## src/hdl/vzc_pkg.sv

```systemverilog
// Shared types, constants and mapping functions for the varint/zigzag codec.
package vzc_pkg;

    localparam int VZC_QUEUE_DEPTH = 2;

    localparam logic [6:0] VZC_GROUP_MASK = 7'h7F;
    localparam logic [3:0] VZC_LIMIT_NARROW = 4'd5;
    localparam logic [3:0] VZC_LIMIT_WIDE = 4'd10;
    localparam logic [3:0] VZC_MAX_CONT = 4'd9;

    localparam logic VZC_CMD_ENCODE = 1'b0;
    localparam logic VZC_CMD_DECODE = 1'b1;
    localparam logic VZC_KIND_BYTE = 1'b0;
    localparam logic VZC_KIND_VALUE = 1'b1;

    // One queued job: either a mapped value to encode or a finished decode.
    typedef struct packed {
        logic        is_value;
        logic [63:0] data;
    } t_job;

    // One step of the byte emitter.
    typedef struct packed {
        logic [7:0]  data_byte;
        logic        last;
        logic [63:0] rem;
    } t_enc_step;

    function automatic logic [63:0] zigzag_enc(input logic [63:0] v, input logic wide);
        logic [31:0] n32;
        n32 = {v[30:0], 1'b0} ^ {32{v[31]}};
        if (wide) begin
            return {v[62:0], 1'b0} ^ {64{v[63]}};
        end
        return {32'd0, n32};
    endfunction

    function automatic logic [63:0] zigzag_dec(input logic [63:0] v, input logic wide);
        logic [31:0] r32;
        r32 = {1'b0, v[31:1]} ^ {32{v[0]}};
        if (wide) begin
            return {1'b0, v[63:1]} ^ {64{v[0]}};
        end
        return {{32{r32[31]}}, r32};
    endfunction

    // The tenth byte carries whatever is left, so the count caps continuation.
    function automatic t_enc_step enc_step(input logic [63:0] v, input logic [3:0] n);
        t_enc_step s;
        logic      cont;
        cont = (v[63:7] != 57'd0) && (n < VZC_MAX_CONT);
        s.data_byte = cont ? {1'b1, v[6:0]} : v[7:0];
        s.last = !cont;
        s.rem = {7'd0, v[63:7]};
        return s;
    endfunction

endpackage

```

## src/hdl/vzc_front.sv

```systemverilog
// Intake: maps values to encode and gathers decode bytes into whole values.
module vzc_front
    import vzc_pkg::*;
(
    input  logic        i_clk,
    input  logic        i_rst_n,
    input  logic        i_accept,
    input  logic        i_cmd,
    input  logic        i_wide,
    input  logic        i_signed_mode,
    input  logic [63:0] i_value_in,
    input  logic [7:0]  i_byte_in,
    output logic        o_push,
    output t_job        o_job
);

    logic [63:0] r_acc, n_acc;
    logic [3:0]  r_cnt, n_cnt;

    logic [6:0]  shift;
    logic [63:0] acc_or;
    logic [3:0]  cnt_inc;
    logic [3:0]  limit;
    logic        done;
    logic [63:0] dec_raw;
    logic [63:0] dec_val;
    logic [63:0] enc_in;
    logic [63:0] enc_val;

    assign shift = 7'(r_cnt) * 7'd7;
    // Groups landing past bit 63 fall off the top of the shift.
    assign acc_or = r_acc | ({57'd0, i_byte_in[6:0] & VZC_GROUP_MASK} << shift);
    assign cnt_inc = r_cnt + 4'd1;
    assign limit = i_wide ? VZC_LIMIT_WIDE : VZC_LIMIT_NARROW;
    assign done = !i_byte_in[7] || (cnt_inc >= limit) || (cnt_inc == 4'd0);

    assign dec_raw = i_wide ? acc_or : {32'd0, acc_or[31:0]};
    assign dec_val = i_signed_mode ? zigzag_dec(dec_raw, i_wide) : dec_raw;

    assign enc_in = i_wide ? i_value_in : {32'd0, i_value_in[31:0]};
    assign enc_val = i_signed_mode ? zigzag_enc(enc_in, i_wide) : enc_in;

    always_comb begin
        n_acc = r_acc;
        n_cnt = r_cnt;
        o_push = 1'b0;
        o_job.is_value = 1'b0;
        o_job.data = enc_val;
        if (i_accept) begin
            if (i_cmd == VZC_CMD_DECODE) begin
                o_job.is_value = 1'b1;
                o_job.data = dec_val;
                if (done) begin
                    o_push = 1'b1;
                    n_acc = 64'd0;
                    n_cnt = 4'd0;
                end else begin
                    n_acc = acc_or;
                    n_cnt = cnt_inc;
                end
            end else begin
                o_push = 1'b1;
            end
        end
    end

    always_ff @(posedge i_clk) begin
        if (!i_rst_n) begin
            r_acc <= 64'd0;
            r_cnt <= 4'd0;
        end else begin
            r_acc <= n_acc;
            r_cnt <= n_cnt;
        end
    end

    a_cnt_bound: assert property (@(posedge i_clk) disable iff (!i_rst_n)
        r_cnt < VZC_LIMIT_WIDE)
        else $error("decode group count passed the wide limit");

endmodule

```

## src/hdl/vzc_queue.sv

```systemverilog
// Small job queue between intake and emitter.
module vzc_queue
    import vzc_pkg::*;
#(
    parameter int DEPTH = VZC_QUEUE_DEPTH
) (
    input  logic i_clk,
    input  logic i_rst_n,
    input  logic i_push,
    input  t_job i_job,
    input  logic i_pop,
    output t_job o_head,
    output logic o_empty,
    output logic o_full
);

    localparam int AW = (DEPTH > 1) ? $clog2(DEPTH) : 1;
    localparam int CW = $clog2(DEPTH + 1);

    t_job          r_mem [DEPTH];
    logic [AW-1:0] r_wp, n_wp;
    logic [AW-1:0] r_rp, n_rp;
    logic [CW-1:0] r_count, n_count;

    assign o_empty = (r_count == CW'(0));
    assign o_full = (r_count == CW'(DEPTH));
    assign o_head = r_mem[r_rp];

    always_comb begin
        n_wp = r_wp;
        n_rp = r_rp;
        n_count = r_count;
        if (i_push) begin
            n_wp = (r_wp == AW'(DEPTH - 1)) ? AW'(0) : r_wp + AW'(1);
        end
        if (i_pop) begin
            n_rp = (r_rp == AW'(DEPTH - 1)) ? AW'(0) : r_rp + AW'(1);
        end
        if (i_push && !i_pop) begin
            n_count = r_count + CW'(1);
        end else if (!i_push && i_pop) begin
            n_count = r_count - CW'(1);
        end
    end

    always_ff @(posedge i_clk) begin
        if (i_push) begin
            r_mem[r_wp] <= i_job;
        end
    end

    always_ff @(posedge i_clk) begin
        if (!i_rst_n) begin
            r_wp <= '0;
            r_rp <= '0;
            r_count <= '0;
        end else begin
            r_wp <= n_wp;
            r_rp <= n_rp;
            r_count <= n_count;
        end
    end

    a_no_overflow: assert property (@(posedge i_clk) disable iff (!i_rst_n)
        o_full |-> !i_push)
        else $error("push into a full queue");

    a_no_underflow: assert property (@(posedge i_clk) disable iff (!i_rst_n)
        o_empty |-> !i_pop)
        else $error("pop from an empty queue");

endmodule

```

## src/hdl/vzc_back.sv

```systemverilog
// Emitter: turns queued jobs into byte or value result beats.
module vzc_back
    import vzc_pkg::*;
(
    input  logic        i_clk,
    input  logic        i_rst_n,
    input  t_job        i_head,
    input  logic        i_empty,
    output logic        o_pop,
    output logic        o_valid,
    input  logic        i_stall,
    output logic        o_kind,
    output logic [7:0]  o_byte_out,
    output logic        o_last,
    output logic [63:0] o_value_out
);

    logic        r_ov, n_ov;
    logic        r_more, n_more;
    logic [3:0]  r_n, n_n;
    logic [63:0] r_rem, n_rem;
    logic        r_kind, n_kind;
    logic [7:0]  r_byte, n_byte;
    logic        r_last, n_last;
    logic [63:0] r_value, n_value;

    t_enc_step   st_cont;
    t_enc_step   st_first;
    logic        load;

    assign st_cont = enc_step(r_rem, r_n);
    assign st_first = enc_step(i_head.data, 4'd0);
    assign load = !r_ov || !i_stall;

    always_comb begin
        n_ov = r_ov;
        n_more = r_more;
        n_n = r_n;
        n_rem = r_rem;
        n_kind = r_kind;
        n_byte = r_byte;
        n_last = r_last;
        n_value = r_value;
        o_pop = 1'b0;
        if (load) begin
            if (r_ov && r_more) begin
                n_ov = 1'b1;
                n_kind = VZC_KIND_BYTE;
                n_byte = st_cont.data_byte;
                n_last = st_cont.last;
                n_value = 64'd0;
                n_rem = st_cont.rem;
                n_n = r_n + 4'd1;
                n_more = !st_cont.last;
            end else if (!i_empty) begin
                o_pop = 1'b1;
                n_ov = 1'b1;
                if (i_head.is_value) begin
                    n_kind = VZC_KIND_VALUE;
                    n_byte = 8'd0;
                    n_last = 1'b1;
                    n_value = i_head.data;
                    n_more = 1'b0;
                    n_n = 4'd0;
                end else begin
                    n_kind = VZC_KIND_BYTE;
                    n_byte = st_first.data_byte;
                    n_last = st_first.last;
                    n_value = 64'd0;
                    n_rem = st_first.rem;
                    n_n = 4'd1;
                    n_more = !st_first.last;
                end
            end else begin
                n_ov = 1'b0;
                n_more = 1'b0;
            end
        end
    end

    always_ff @(posedge i_clk) begin
        if (!i_rst_n) begin
            r_ov <= 1'b0;
            r_more <= 1'b0;
            r_n <= 4'd0;
        end else begin
            r_ov <= n_ov;
            r_more <= n_more;
            r_n <= n_n;
        end
        r_rem <= n_rem;
        r_kind <= n_kind;
        r_byte <= n_byte;
        r_last <= n_last;
        r_value <= n_value;
    end

    assign o_valid = r_ov;
    assign o_kind = r_kind;
    assign o_byte_out = r_byte;
    assign o_last = r_last;
    assign o_value_out = r_value;

    a_value_is_last: assert property (@(posedge i_clk) disable iff (!i_rst_n)
        (r_ov && r_kind == VZC_KIND_VALUE) |-> (r_last && !r_more))
        else $error("decoded value beat not marked last");

    a_cont_bit: assert property (@(posedge i_clk) disable iff (!i_rst_n)
        (r_ov && r_kind == VZC_KIND_BYTE) |-> (r_byte[7] == !r_last) && (r_more == !r_last))
        else $error("continuation bit disagrees with last marker");

    a_run_length: assert property (@(posedge i_clk) disable iff (!i_rst_n)
        r_ov && r_more |-> (r_n <= VZC_MAX_CONT))
        else $error("encoded run longer than ten bytes");

endmodule

```

## src/hdl/varint_zigzag_codec.sv

```systemverilog
// Top level of the varint/zigzag codec: intake, job queue and emitter.
//
//   channel | direction | handshake                | payload
//   --------+-----------+--------------------------+---------------------------------------
//   in      | input     | i_in_valid / o_in_stall  | cmd, wide, signed_mode, value_in, byte_in
//   out     | output    | o_out_valid / i_out_stall| kind, byte_out, last, value_out
//
// A decode beat feeds the accumulator; a finished value is queued, then held in the emitter.
// An encode beat becomes 1 to 10 byte beats, one per unstalled cycle, via the step register.
// Intake stalls only when the job queue (QUEUE_DEPTH jobs) is full.
// Synchronous active-low reset clears the decode accumulator, the queue and the output.
// Output beats hold while i_out_stall is high.
module varint_zigzag_codec
    import vzc_pkg::*;
#(
    parameter int QUEUE_DEPTH = VZC_QUEUE_DEPTH
) (
    input  logic        i_clk,
    input  logic        i_rst_n,
    input  logic        i_in_valid,
    output logic        o_in_stall,
    input  logic        i_cmd,
    input  logic        i_wide,
    input  logic        i_signed_mode,
    input  logic [63:0] i_value_in,
    input  logic [7:0]  i_byte_in,
    output logic        o_out_valid,
    input  logic        i_out_stall,
    output logic        o_kind,
    output logic [7:0]  o_byte_out,
    output logic        o_last,
    output logic [63:0] o_value_out
);

    logic accept;
    logic push;
    t_job job;
    logic pop;
    t_job head;
    logic empty;
    logic full;

    assign o_in_stall = full;
    assign accept = i_in_valid && !full;

    vzc_front u_front (
        .i_clk         (i_clk),
        .i_rst_n       (i_rst_n),
        .i_accept      (accept),
        .i_cmd         (i_cmd),
        .i_wide        (i_wide),
        .i_signed_mode (i_signed_mode),
        .i_value_in    (i_value_in),
        .i_byte_in     (i_byte_in),
        .o_push        (push),
        .o_job         (job)
    );

    vzc_queue #(
        .DEPTH (QUEUE_DEPTH)
    ) u_queue (
        .i_clk   (i_clk),
        .i_rst_n (i_rst_n),
        .i_push  (push),
        .i_job   (job),
        .i_pop   (pop),
        .o_head  (head),
        .o_empty (empty),
        .o_full  (full)
    );

    vzc_back u_back (
        .i_clk       (i_clk),
        .i_rst_n     (i_rst_n),
        .i_head      (head),
        .i_empty     (empty),
        .o_pop       (pop),
        .o_valid     (o_out_valid),
        .i_stall     (i_out_stall),
        .o_kind      (o_kind),
        .o_byte_out  (o_byte_out),
        .o_last      (o_last),
        .o_value_out (o_value_out)
    );

endmodule
```

## config.mk

```make
export PLATFORM = sky130hd
export DESIGN_NAME = varint_zigzag_codec
export DESIGN_NICKNAME = d
export VERILOG_FILES = /design/src/hdl/vzc_pkg.sv /design/src/hdl/vzc_front.sv /design/src/hdl/vzc_queue.sv /design/src/hdl/vzc_back.sv /design/src/hdl/varint_zigzag_codec.sv
export SDC_FILE = /design/constraint.sdc
export NUM_CORES = 1
export LEC_CHECK = 0
export ABC_AREA = 1
export BUFFER_PORTS_ARGS = -buffer_cell sky130_fd_sc_hd__buf_2
export CAP_MARGIN = 15
export CORE_MARGIN = 10
export CORE_UTILIZATION = 55
export CTS_CLUSTER_DIAMETER = 30
export CTS_CLUSTER_SIZE = 40
export DETAILED_ROUTE_END_ITERATION = 8
export PLACE_DENSITY = 0.77
export SLEW_MARGIN = 20
export SYNTH_ARGS = -nofsm -noshare
export SYNTH_HDL_FRONTEND = slang
export SYNTH_HIERARCHICAL = 1
export SYNTH_SLANG_ARGS = --single-unit
```

## constraint.sdc

```tcl
create_clock -name i_clk -period 4.7 [get_ports i_clk]
set_clock_uncertainty 0.15 [all_clocks]
set_input_delay 0 -clock i_clk [delete_from_list [all_inputs] [get_ports i_clk]]
set_output_delay 0 -clock i_clk [all_outputs]
set_load 0.01 [all_outputs]
```

Yosys cells after proc, flatten, opt, wreduce, memory -nomap -nowiden
Memory sizes are Yosys's and may differ from the RTL's. A register that Yosys moved wholly into a read port is not among the register bits.
Cells that the tools add are included.
Operators by class
  add/subtract/negate cells: 6
  reduce and logical (&&, ||, !) cells: 24
  muxes and demuxes: 50
  equal/unequal tests: 3
  magnitude comparators: 2
  bitwise operators: 5
  shift operators: 1
  multipliers: 1
Operators with widths (count)
  $mux 64: 13
  $mux 65: 2
  $reduce_bool 57->1: 2
  $or 64x64->64: 1
  $shl 7x7->64: 1
  $xor 63x64->64: 1
  $xor 64x64->64: 1
  $mux 57: 1
  $mux 8: 5
  $xor 31x32->32: 1
  $xor 32x32->32: 1
  $mux 1: 23
  $mux 4: 4
  $add 4x1->4 const B: 2
  $logic_not 1->1: 8
  $mul 4x3->7 const B: 1
  $logic_and 1x1->1: 5
  $ge 4x4->1: 1
  $logic_not 4->1: 1
  $lt 4x4->1 const B: 1
  $mux 2: 2
  $reduce_and 2->1: 2
  $logic_or 1x1->1: 3
  $reduce_and 3->1: 1
  other kinds (8): 9
Word-level totals
  input bits: 79
  memory bits (writable): 130
  memories: 1
  word-level logic and storage cells: 107
  bits in registers: 216
Memories
  u_queue.r_mem: words 2, bits a word 65, rd ports 1, clocked after Yosys merged registers in 1, write ports 1, line vzc_queue.sv:20  | t_job r_mem [DEPTH];

Logic depth before layout (Yosys ltp)
  word-level depth: 11
  depth in mapped cells: 18

Hierarchy
Netlist, hierarchy kept.
By module, submodules not included
  vzc_front: area each 7206.9 µm², times used 1, cells each 1390
  vzc_back: area each 5884.4 µm², times used 1, cells each 562
  vzc_queue: area each 5123.7 µm², times used 1, cells each 237
  varint_zigzag_codec: area each 10.0 µm², times used 1, cells each 2

Worst setup path before layout
OpenSTA, ideal clock, no wires.
  path kind: flip-flop to flip-flop
  start point: register u_front.r_cnt[3]
  end point: memory u_queue/r_mem[0][0] in the netlist's numbering, enable pin
  data arrival time: 4.514 ns
  cell stages (with the launch flop): 14
  slack: -0.452 ns
  library setup time: 0.488 ns
  clock period less this slack: 5.152 ns
  buffers on the path: 1
  cells stage by stage: dfxtp_1 -> inv_1 -> nand2_1 -> buf_2 -> o21ai_0 -> ha_1 -> nand2_1 -> inv_1 -> nand2_1 -> nand3_1 -> nor2_1 -> a31oi_1 -> inv_1 -> nor2_1
Between the ends
  longest elaborated chain between the ends: 9
RTL lines
  start, declared: line vzc_front.sv:18  | logic [3:0] r_cnt, n_cnt;
  start signal, assigned: line vzc_front.sv:73  | r_cnt <= n_cnt;
  $add 4x1->4 *: line vzc_front.sv:33  | assign cnt_inc = r_cnt + 4'd1;
  $ge 4x4->1: line vzc_front.sv:35  | assign done = !i_byte_in[7] || (cnt_inc >= limit) || (cnt_inc == 4'd0);
  $logic_or 1x1->1: line vzc_front.sv:35
  $logic_or 1x1->1 *: line vzc_front.sv:35
  $mux 1 *: line vzc_front.sv:53  | if (done) begin
  $mux 1 *: line vzc_front.sv:50  | if (i_cmd == VZC_CMD_DECODE) begin
  $mux 1 *: line vzc_front.sv:49  | if (i_accept) begin
  net push: line varint_zigzag_codec.sv:36  | logic push;
  $mux 1 *: line vzc_queue.sv:47  | if (i_push) begin
  $mux 1 (not written as such) *: line vzc_queue.sv:48  | r_mem[r_wp] <= i_job;
  end, declared: line vzc_queue.sv:20
The timed path passes the listed nets; every way through them passes the cells marked *.

Worst setup path in the final report
  start point: register u_front.r_cnt[0]
  end point: memory u_queue/r_mem[1][44] in the netlist's numbering, enable pin
The elaborated chain is that of the path after synthesis.

==> results.txt <==
----------------------------------------------------
[Detailed routing]
  Number of detailed-routing iterations run before antenna repair ... 7
  Drt via density ... around 5.5
  Vias ... around 16,000
  DR DRC count ... 0
  Routed length on met3 ... 4.41 mm
  Routed length per instance ... 17.6 µm
  Top layer in use ... met4
  Initial DRC Count ... 1,880
  Routed metal-1 wirelength ... a little over 20 mm
  Final ANT Viol Nets ... 0
  Routed wire length ... 50.6 mm
  Met2 WL ... 23.8 mm

[Die]
  Floorplan die height ... 202 µm
  Area of the placeable core ... 32,600 µm²
  Full die area ... 40,800 µm²
  Initial core utilization ... 55.9%
  Total I/O pin count ... 155
  DIE WIDTH ... 202 µm
  Row count ... between 60 and 70

[Worst setup path]
  Count of buffer and inverter cells on the critical path ... 3
  Family of cells with the greatest summed delay on the critical path ... buffers and inverters
  Dominant cell type by count on the critical path ... sky130_fd_sc_hd__nand2_1
  Endpoint type of the worst setup path ... register
  Crit path DAT ... between 3 and 4 ns
  Largest fanout on the critical path ... 26
  Critical path launch point type ... register
  Worst Path Class, Setup ... reg2reg
  Delay of the slowest critical-path stage ... 0.73 ns
  Cell-by-cell listing of the critical path ... nand2_2 > o21ai_1 > o21ai_0 > ha_1 > nand2_1 > inv_1 > nand2_1 > nand3_1 > nor2_1 > a31oi_1 > nand2_1 > inv_2 > buf_12
  Critical path's slowest cell ... sky130_fd_sc_hd__dfxtp_1
  Required time of the worst setup path ... 4.82 ns

[Timing]
  Unrepaired setup endpoints after global routing ... no
  Worst-margin pin slew ... 1.03 ns
  TNS Setup ... 0 ns
  Time the final worst path needs with I/O delays and setup ... ~3.8 ns
  Worst rel slew slack ... 31.3%
  Final Max Slew Viols ... 0
  # setup viols final ... 0
  Final number of hold-violating endpoints ... 0
  Highest achievable clock rate ... 0.263 GHz
  Portion of the clock cycle consumed by the worst path in the final layout ... between 80% and 90%

[Global routing]
  Vias in the first global route ... 14,792
  Pin count of the biggest net entering global routing ... 106
  Global-route wire length before repair ... ~79 mm
  Number of antenna violations at the first check in global routing ... 2
  Global route total overflow ... 0
  Overall routing resource usage ... a little under a quarter

[Pwr]
  Worst supply voltage drop on vdd ... 0.000389 V
  Cell Pwr Density ... 582 nW/µm²
  Tot Pwr ... 0.0129 W
  Leakage power ... between 9 and 10 nW

[Flow run]
  Max-capacitance violation count ... 0

[CTS]
  TritonCTS Buffers ... 60
  Clock buffer depth ... 3
  Count of clock tree sinks ... 340
  Clock transition time at the flip-flop clock pins of the worst setup and hold paths ... around 0.06 ns
  Number of levels the H-tree was split into ... 2
  Clock root cell ... sky130_fd_sc_hd__clkbuf_16
  CTS tree ... built
  Worst-skew pair later-pin latency ... just under 0.6 ns

[Synthesis]
  Number of standard cells after synthesis ... 2,191
  Number of flops mapped to enable cells by yosys ... 261
  Post-Synthesis Cell Area ... 18,200 µm²
  Cell types occupying the most area after synthesis ... sky130_fd_sc_hd__edfxtp_1, sky130_fd_sc_hd__nand2_1, sky130_fd_sc_hd__dfxtp_1
  Share of Yosys cell area claimed by the top area cell type ... 43.0%
  Fraction of the yosys area taken by sequential cells ... 51.7%
  Yosys synthesis warning count ... 6
  Primary flip-flop cell chosen by synthesis mapping ... sky130_fd_sc_hd__edfxtp_1
  Largest area contributor in the netlist ... sky130_fd_sc_hd__edfxtp_1
  Post-synthesis cell type count ... 40
  Proportion of register bits with asynchronous set or reset after synthesis ... 0%
  Register bit count reported by yosys ... 340
  Syn nets ... approximately 2,300
  Mean cell area of the mapped netlist ... roughly 8.3 µm²

[Place]
  HPWL Detailed ... 33.9 mm
  Port buffer count ... 154
  Global placement routability congestion ... 0.901

[Layout]
  Highest-count cells in the layout ignoring fill and taps ... sky130_fd_sc_hd__nand2_1, sky130_fd_sc_hd__nor2_1, sky130_fd_sc_hd__inv_1
  Layout area overhead ... 21.8%
  Ratio of cells with drive above 1 in the final layout ... 15.8%
  Leading cell type in the layout, fill and taps excluded ... sky130_fd_sc_hd__nand2_1
  Nets@finish ... approximately 2,500

[Run status]
  Result of the run ... finished clean

[Min path]
  Worst Hold Class ... in2reg

----------------------------------------------------
path summary, 6_finish.rpt:
kind                     startpoint                    to  slack (ns)  cells past startpoint
hold reg to reg   u_front/r_acc[15]     u_front/r_acc[15]        0.32                      2
setup / recovery   u_front/r_cnt[0]  u_queue/r_mem[1][44]        0.90                     13
hold / removal       i_value_in[59]  u_queue/r_mem[0][60]        0.02                      4
setup reg to reg   u_front/r_cnt[0]  u_queue/r_mem[1][44]        0.90                     13
metal layers:
layer	global-route usage (%)	vias up
li1	-	7587
met1	31.1	7314
met2	38.6	845
met3	4.27	133
met4	9.45	0
met5	0	-
registers in the layout (all words and copies together) (netlist names), named ones only:
register and cells:
u_back/o_byte_out 8, u_back/r_more 1, u_back/o_kind 1, u_back/o_last 1, u_queue/r_wp 1, u_back/o_value_out 64, u_queue/r_count 2, u_queue/r_rp 1
u_front/r_acc 64, u_back/r_rem 57, u_front/r_cnt 4, u_back/r_n 4, u_queue/r_mem 130, u_back/o_valid 1
layout make-up:
class | count | area (µm²)
inverter | 285 | 1080
tap | 442 | 553
sequential | 340 | 9420
timing repair buffer | 263 | 1850
clock inverter | 52 | 687
clock buffer | 62 | 1510
multi-input combinational | 1439 | 7090
fill | 2532 | 10400
antenna | 2 | 5.00
kinds of logic after synthesis:
family	Yosys count	share of synthesized area [%]
xor gates and xnor gates	2	0.0961
and+or+nand+nor	1004	22.7
DFF	340	51.7
adders and majority gates	8	0.549
buffers and inverters	412	9.52
muxes	65	5.05
AOI/OAI and AO/OA	360	10.4
through the flow:
stage	utilization (%)	cells	hold slack (ns)	area, µm²	setup WS [ns]
2_1_floorplan	-	2191	-0.0524	18200	0.626
3_3_place_gp	58.5	2677	0.204	19100	1.03
3_5_place_dp	58.5	2677	0.201	19100	0.984
4_1_cts	68.0	2883	0.00551	22200	0.981
5_1_grt	68.0	2884	0.0859	22200	0.496
6_report	68.0	2885	0.0250	22200	0.903
Yosys cell counts, types with 2 or more instances:
cell type / n
sky130_fd_sc_hd__buf_4: 2
sky130_fd_sc_hd__edfxtp_1: 261
sky130_fd_sc_hd__nor2_1: 328
sky130_fd_sc_hd__inv_1: 278
sky130_fd_sc_hd__xor2_1: 2
sky130_fd_sc_hd__buf_2: 40
sky130_fd_sc_hd__nor2_2: 3
sky130_fd_sc_hd__buf_1: 13
sky130_fd_sc_hd__mux2_2: 15
sky130_fd_sc_hd__buf_6: 15
sky130_fd_sc_hd__nand3_1: 180
sky130_fd_sc_hd__nand2_2: 6
sky130_fd_sc_hd__ha_1: 8
sky130_fd_sc_hd__or2_2: 6
sky130_fd_sc_hd__nand4_1: 17
sky130_fd_sc_hd__nand2_1: 455
sky130_fd_sc_hd__o21ai_1: 3
sky130_fd_sc_hd__nor2_4: 3
sky130_fd_sc_hd__inv_2: 4
sky130_fd_sc_hd__dfxtp_1: 79
sky130_fd_sc_hd__clkbuf_1: 56
sky130_fd_sc_hd__a221oi_1: 11
sky130_fd_sc_hd__o21ai_0: 159
sky130_fd_sc_hd__mux2_4: 50
sky130_fd_sc_hd__a21oi_1: 164
sky130_fd_sc_hd__o21bai_1: 19
worst register-to-register path, cell delays in order (launching register included):
cell	delay, ns
sky130_fd_sc_hd__dfxtp_1	0.73
sky130_fd_sc_hd__nand2_2	0.25
sky130_fd_sc_hd__o21ai_1	0.21
sky130_fd_sc_hd__o21ai_0	0.14
sky130_fd_sc_hd__ha_1	0.33
sky130_fd_sc_hd__nand2_1	0.06
sky130_fd_sc_hd__inv_1	0.05
sky130_fd_sc_hd__nand2_1	0.05
sky130_fd_sc_hd__nand3_1	0.06
sky130_fd_sc_hd__nor2_1	0.05
sky130_fd_sc_hd__a31oi_1	0.47
sky130_fd_sc_hd__nand2_1	0.17
sky130_fd_sc_hd__inv_2	0.52
sky130_fd_sc_hd__buf_12	0.26
report_power, final:
group	switching, W	internal (W)
clock network	0.00164	0.00291
registers	0.000333	0.00442
logic	0.00238	0.00123
timing repair:
item	in CTS	in global routing
endpoints found under the hold margin	197	0
hold buffers	92	0
endpoints found under the setup margin	0	0
gates resized for setup	0	0
setup buffers	0	0
(Power assumes the default switching activity.)
